==> config.mk <==
export PLATFORM = sky130hd
export DESIGN_NAME = bfd_ctrl
export DESIGN_NICKNAME = d
export VERILOG_FILES = /design/src/bfd_pkg.sv /design/src/bfd_ctrl.sv
export VERILOG_INCLUDE_DIRS = /design/src /design/src/src
export SDC_FILE = /design/constraint.sdc
export NUM_CORES = 1
export LEC_CHECK = 0
export ABC_AREA = 1
export BUFFER_PORTS_ARGS = -buffer_cell sky130_fd_sc_hd__buf_2
export CAP_MARGIN = 10
export CORE_MARGIN = 2
export CORE_UTILIZATION = 46
export CTS_CLUSTER_SIZE = 16
export DETAILED_ROUTE_END_ITERATION = 10
export GPL_ROUTABILITY_DRIVEN = 1
export PLACE_DENSITY = 0.83
export SYNTH_ARGS = -nofsm -noshare
export SYNTH_HDL_FRONTEND = slang
export SYNTH_SLANG_ARGS = --single-unit
==> constraint.sdc <==
create_clock -name clk -period 1.5 [get_ports clk]
set_input_delay 0.225 -clock clk [delete_from_list [all_inputs] [get_ports clk]]
set_output_delay 0.225 -clock clk [all_outputs]
set_load 0.05 [all_outputs]
==> src/assert_macros.svh <==
// Assertion macros shared by the decoder RTL.
`ifndef ASSERT_MACROS_SVH
`define ASSERT_MACROS_SVH

// Concurrent check sampled on the rising clock, off while reset is low.
`define ASSERT_AT(lbl, clk, rstn, prop) \
    lbl: assert property (@(posedge clk) disable iff (!rstn) (prop)) \
        else $error("assertion failed");

// Condition that must never be seen outside reset.
`define ASSERT_NEVER(lbl, clk, rstn, cond) \
    `ASSERT_AT(lbl, clk, rstn, !(cond))

`endif

==> src/bfd_pkg.sv <==
// Types and constants shared by the bit-field decoder modules.
`default_nettype none

package bfd_pkg;

    localparam int WORD_BITS        = 32;
    localparam int STORE_WORDS      = 256;
    localparam int VARINT_MAX_BYTES = 5;

    localparam int ADDR_W    = $clog2(STORE_WORDS);
    localparam int OFF_W     = $clog2(WORD_BITS);
    localparam int STORE_END = STORE_WORDS * WORD_BITS;
    localparam int CUR_W     = $clog2(STORE_END + 1);

    // item field widths
    localparam int OP_W   = 3;
    localparam int IDX_W  = 8;
    localparam int DATA_W = 32;
    localparam int CNT_W  = 6;
    localparam int NPOS_W = 13;
    localparam int VAL_W  = 32;
    localparam int POS_W  = 14;

    // bits taken by one decode step: 0 to VAL_W
    localparam int NB_W  = $clog2(VAL_W + 1);
    localparam int GRP_W = 3;

    typedef enum logic [OP_W-1:0] {
        OP_WRITE  = 3'd0,
        OP_SET    = 3'd1,
        OP_RAW    = 3'd2,
        OP_PREFIX = 3'd3,
        OP_UNARY  = 3'd4,
        OP_VARINT = 3'd5
    } op_t;

    typedef enum logic [1:0] {
        ACC_KEEP,
        ACC_LOAD,
        ACC_EXT,
        ACC_GROUP
    } acc_mode_t;

    typedef enum logic [2:0] {
        S_IDLE,
        S_EMIT,
        S_RAW,
        S_PFX_HEAD,
        S_PFX_EXT,
        S_UNA_PFX,
        S_UNA_VAL,
        S_VAR
    } state_t;

    typedef struct packed {
        logic             start;
        logic             wr_word;
        logic             set_cursor;
        logic             step;
        logic             last;
        logic             emit;
        acc_mode_t        mode;
        logic [NB_W-1:0]  nbits;
        logic [GRP_W-1:0] grp;
    } cmd_t;

    typedef struct packed {
        logic       out_full;
        logic [7:0] field_lo;
    } sts_t;

endpackage

`default_nettype wire

==> src/bfd_ctrl.sv <==
// Sequencer that splits each decode into bit-read steps.
`default_nettype none
`include "assert_macros.svh"

module bfd_ctrl (
    input  wire logic                      clk,
    input  wire logic                      rst_n,
    input  wire logic                      req_valid,
    input  wire logic [bfd_pkg::OP_W-1:0]  op,
    input  wire logic [bfd_pkg::CNT_W-1:0] bit_count,
    output logic                           req_ready,
    output bfd_pkg::cmd_t                  cmd,
    input  wire bfd_pkg::sts_t             sts
);
    import bfd_pkg::*;

    localparam int PFX_HEAD_BITS = 6;
    localparam int VAR_BYTE_BITS = 8;
    localparam logic [2:0] UNA_LAST = 3'd4;
    localparam logic [GRP_W-1:0] GRP_LAST = GRP_W'(VARINT_MAX_BYTES - 1);

    state_t           state_reg, state_next;
    logic [NB_W-1:0]  cnt_reg, cnt_next;
    logic [1:0]       sel_reg, sel_next;
    logic [2:0]       una_reg, una_next;
    logic [GRP_W-1:0] grp_reg, grp_next;
    logic             data_ok_reg, data_ok_next;
    logic             head_last, var_last;

    function automatic logic [NB_W-1:0] una_bits(input logic [2:0] idx);
        logic [NB_W-1:0] n;
        unique case (idx)
            3'd0:    n = NB_W'(2);
            3'd1:    n = NB_W'(4);
            3'd2:    n = NB_W'(10);
            3'd3:    n = NB_W'(17);
            default: n = NB_W'(31);
        endcase
        return n;
    endfunction

    function automatic logic [NB_W-1:0] ext_bits(input logic [1:0] sel);
        logic [NB_W-1:0] n;
        unique case (sel)
            2'd1:    n = NB_W'(4);
            2'd2:    n = NB_W'(8);
            default: n = NB_W'(28);
        endcase
        return n;
    endfunction

    assign head_last = sts.field_lo[5:4] == 2'd0;
    assign var_last  = !sts.field_lo[7] || (grp_reg == GRP_LAST);

    // outputs
    always_comb begin
        cmd       = '0;
        req_ready = 1'b0;
        unique case (state_reg)
            S_IDLE: begin
                req_ready      = 1'b1;
                cmd.start      = req_valid;
                cmd.wr_word    = req_valid && (op == OP_WRITE);
                cmd.set_cursor = req_valid && (op == OP_SET);
            end
            S_EMIT: begin
                cmd.emit = !sts.out_full;
            end
            S_RAW: begin
                cmd.nbits = cnt_reg;
                cmd.mode  = ACC_LOAD;
                cmd.last  = 1'b1;
                cmd.step  = data_ok_reg && !sts.out_full;
            end
            S_PFX_HEAD: begin
                cmd.nbits = NB_W'(PFX_HEAD_BITS);
                cmd.mode  = ACC_LOAD;
                cmd.last  = head_last;
                cmd.step  = data_ok_reg && (!head_last || !sts.out_full);
            end
            S_PFX_EXT: begin
                cmd.nbits = ext_bits(sel_reg);
                cmd.mode  = ACC_EXT;
                cmd.last  = 1'b1;
                cmd.step  = data_ok_reg && !sts.out_full;
            end
            S_UNA_PFX: begin
                cmd.nbits = NB_W'(1);
                cmd.mode  = ACC_KEEP;
                cmd.step  = data_ok_reg;
            end
            S_UNA_VAL: begin
                cmd.nbits = una_bits(una_reg);
                cmd.mode  = ACC_LOAD;
                cmd.last  = 1'b1;
                cmd.step  = data_ok_reg && !sts.out_full;
            end
            S_VAR: begin
                cmd.nbits = NB_W'(VAR_BYTE_BITS);
                cmd.mode  = ACC_GROUP;
                cmd.grp   = grp_reg;
                cmd.last  = var_last;
                cmd.step  = data_ok_reg && (!var_last || !sts.out_full);
            end
            default: begin
                cmd = '0;
            end
        endcase
    end

    // next state
    always_comb begin
        state_next   = state_reg;
        cnt_next     = cnt_reg;
        sel_next     = sel_reg;
        una_next     = una_reg;
        grp_next     = grp_reg;
        data_ok_next = !cmd.step;   // window is re-read after every cursor move
        unique case (state_reg)
            S_IDLE: begin
                if (req_valid) begin
                    una_next = '0;
                    grp_next = '0;
                    cnt_next = (bit_count > CNT_W'(VAL_W)) ? NB_W'(VAL_W) : NB_W'(bit_count);
                    unique case (op_t'(op))
                        OP_RAW:    state_next = S_RAW;
                        OP_PREFIX: state_next = S_PFX_HEAD;
                        OP_UNARY:  state_next = S_UNA_PFX;
                        OP_VARINT: state_next = S_VAR;
                        default:   state_next = S_EMIT;
                    endcase
                end
            end
            S_EMIT: begin
                if (cmd.emit) begin
                    state_next = S_IDLE;
                end
            end
            S_PFX_HEAD: begin
                if (cmd.step) begin
                    sel_next   = sts.field_lo[5:4];
                    state_next = head_last ? S_IDLE : S_PFX_EXT;
                end
            end
            S_UNA_PFX: begin
                if (cmd.step) begin
                    if (!sts.field_lo[0]) begin
                        una_next = una_reg + 1'b1;
                    end
                    if (sts.field_lo[0] || (una_reg == UNA_LAST - 1'b1)) begin
                        state_next = S_UNA_VAL;
                    end
                end
            end
            S_VAR: begin
                if (cmd.step) begin
                    if (var_last) begin
                        state_next = S_IDLE;
                    end else begin
                        grp_next = grp_reg + 1'b1;
                    end
                end
            end
            S_RAW, S_PFX_EXT, S_UNA_VAL: begin
                if (cmd.step) begin
                    state_next = S_IDLE;
                end
            end
            default: begin
                state_next = S_IDLE;
            end
        endcase
    end

    always_ff @(posedge clk or negedge rst_n) begin
        if (!rst_n) begin
            state_reg   <= S_IDLE;
            cnt_reg     <= '0;
            sel_reg     <= '0;
            una_reg     <= '0;
            grp_reg     <= '0;
            data_ok_reg <= 1'b1;
        end else begin
            state_reg   <= state_next;
            cnt_reg     <= cnt_next;
            sel_reg     <= sel_next;
            una_reg     <= una_next;
            grp_reg     <= grp_next;
            data_ok_reg <= data_ok_next;
        end
    end

    `ASSERT_NEVER(a_no_load_when_full, clk, rst_n,
        (cmd.emit || (cmd.step && cmd.last)) && sts.out_full)
    `ASSERT_AT(a_refetch_gap, clk, rst_n, !data_ok_reg |-> $past(cmd.step))
    `ASSERT_AT(a_counts, clk, rst_n, (una_reg <= UNA_LAST) && (grp_reg <= GRP_LAST))

endmodule

`default_nettype wire
==> summary.txt <==
Route
  – Via count: 1,901
  – # DRC: 0
  – Via/cell ratio: 6.36
  – DRT Pass-1 Iters: 5
  – Final antenna-violating net count: 0
  – Initial DRC count: 160
  – Total Wirelength: 7070 um
  – Wire per inst: 23.7 um

Timing
  – Fin. max-slew vios: 0
  – RSZ-0062 raised after global routing: yes
  – Worst-margin pin slew: 0.447 ns
  – Slew HR: 70.2%
  – Tcrit/Tclk final: 152%
  – Final Skew: 0.00228 ns
  – Fin crit period: 2.28 ns
  – Final setup vio count: 34
  – Fmax achieved: 0.438 GHz
  – Hold Vio Cnt, Final: 0
  – Final WS setup: -0.783 ns

Final layout
  – Antenna fix cells: 0
  – Fill cells: 92
  – Most common library cell in the layout ignoring fill and taps: buf_4
  – P&R area growth vs syn: 91.5%
  – Final nets: 299
  – Number of flip-flops in the largest register: 6
  – FF/Latch Area: 457 sq um
  – Final core occ: 91.6%
  – Commonest non-fill, non-tap cells in the layout: buf_4, buf_6, nand2_1, nand2_2, buf_2
  – Layout cells sized above 1: 65.7%
  – Multi-input gate area: 1050 sq um

Run status
  – Failing checks: setup timing
  – Run status: finished, violations left

CTS
  – CTS Buf Count: 3
  – Clk_lat worst skew: 0.31 ns
  – H-Tree Depth: 1
  – CTS clk-pin slew, worst paths: 0.12 ns
  – TritonCTS clock tree: yes
  – CTS sink cnt: 18
  – Max Root-Sink Buffers: 2
  – CTS root buf: clkbuf_4

Worst setup path
  – Setup crit start kind: flip-flop
  – Arr. time, crit path: 2.06 ns
  – Req. time, crit path: 1.27 ns
  – CP endpoint kind: output pin
  – CP Class: reg -> out
  – Highest net fanout along the worst path: 3

Logic synthesis
  – Synth unique cells: 31
  – EDFF count, synth: 0
  – Top FF cell, synth: dfrtp_1
  – Post-synth ARST share: 100%
  – Yosys top cell area share: 32.5%
  – Post-Syn Nets: 204
  – FF+latch count, synth: 18
  – Yosys top cell by area: dfrtp_1
  – Avg Inst Size Synth: 7.51 sq um
  – Yosys warns: 0
  – Synth top area cells: dfrtp_1, nand2_1, ha_1
  – Post-synthesis sequential area ratio: 34.5%
  – Mapped Cells: 174
  – Cell Area, Synth: 1310 sq um

Die
  – Chip height: 57.3 um
  – Ports: 39
  – Die W: 57.3 um
  – Initial Util: 47.8%
  – Row Count: 19
  – Die area: 3290 sq um
  – Area of the core: 2730 sq um

Place
  – Input/output buffers: 34
  – DP HPWL: 2870 um
  – Pre-CTS setup slack: -0.312 ns
  – Gp weighted congestion: 0.914

Power and ir drop
  – Leak Pwr: 1.22 nW
  – Max IR drop VDD: 0.00177 V
  – Cell Pwr Density: 1870 nW/um^2

Global routing
  – First-pass GRT wire length: 8070 um
  – Total GRT Usage: 33.2%
  – Number of global-route vias before repair: 1,659
  – GRT Residual Overflow: 0
  – Largest net degree at the start of global routing: 19
  – Initial antenna violation count: 0

Run
  – Max_cap viols: 0

Hold path
  – Worst Hold Class: in -> reg
[power breakdown]
part	switching (mW)	total, mW	internal, mW
Clock	0.186	0.334	0.148
Sequential	0.159	0.809	0.649
Combinational	2.07	3.55	1.47
[stage by stage]
stage	power (mW)	cell area [sq um]	TNS [ns]	instances	hold WS, ns
after floorplan	2.30	1450	-5.79	174	-0.0706
after CTS	3.72	2170	-6.81	282	0.129
after detailed placement	2.98	1880	-3.49	269	0.178
after global routing	4.81	2500	-13.32	299	0.127
after global placement	2.92	1880	-2.49	269	0.175
final	4.69	2500	-12.26	299	0.122
[synth_stat cells, types with 2 or more instances]
master     n
a21oi_1    3
a22o_1     4
dfrtp_1   17
ha_1       9
inv_1     24
inv_2      3
nand2_1   40
nand2_2    5
nand3_1   14
nand3_2    2
nor2_1    12
nor2_2     5
nor2_4     2
nor3_1     6
o211ai_1   4
o21ai_0    8
o21ai_1    2
[cell type report]
| class | count | area share, % |
|---|---|---|
| repair buffers | 93 | 32.3 |
| flip-flops and latches | 18 | 18.2 |
| multi-input cells | 126 | 41.9 |
| clock buffers | 4 | 1.45 |
| well taps | 31 | 1.55 |
| inverters | 27 | 4.50 |
[routing by layer]
metal,vias to the layer above,wire length [um],track usage (%)
met5,-,0,0
met4,0,641,20.3
met3,64,713,5.67
met1,890,2430,38.0
li1,764,-,-
met2,183,3290,57.5
[cell families (layout without fill, tap and decap cells)]
kind of cell	after synthesis	after routing	share of synthesized area (%)
adders and majority gates	9	9	8.61
buffers and inverters	30	124	9.28
and+or+nand+nor	89	89	32.4
AOI/OAI and AO/OA	27	27	14.5
xor gates and xnor gates	1	1	0.670
DFF	18	18	34.5
[what timing repair did]
item	CTS	global route
gates resized for setup	62	60
hold buffers	1	0
setup endpoints to repair	33	34
buffers inserted	9	20
pin swaps	15	28
hold endpoints to repair	17	0
[worst paths after layout]
kind / start / endpoint / slack, ns / depth (start not counted)
setup / recovery: una_reg[0] / cmd[6] / -0.78 / 8
min in group asynchronous: rst_n / cnt_reg[2] / 0.40 / 2
max in group asynchronous: rst_n / data_ok_reg / 0.76 / 2
setup reg to reg: state_reg[1] / state_reg[2] / -0.45 / 12
hold reg to reg: cnt_reg[4] / cnt_reg[4] / 0.55 / 1
hold / removal: bit_count[4] / cnt_reg[4] / 0.12 / 2
[worst max-delay path: stages, from the launching register on]
cell,delay (ns)
dfrtp_1,0.46
inv_2,0.13
ha_4,0.14
inv_2,0.04
o211ai_1,0.36
o21ai_1,0.19
nand2_1,0.15
o2111ai_4,0.11
buf_6,0.18
(Power assumes the default switching activity.)
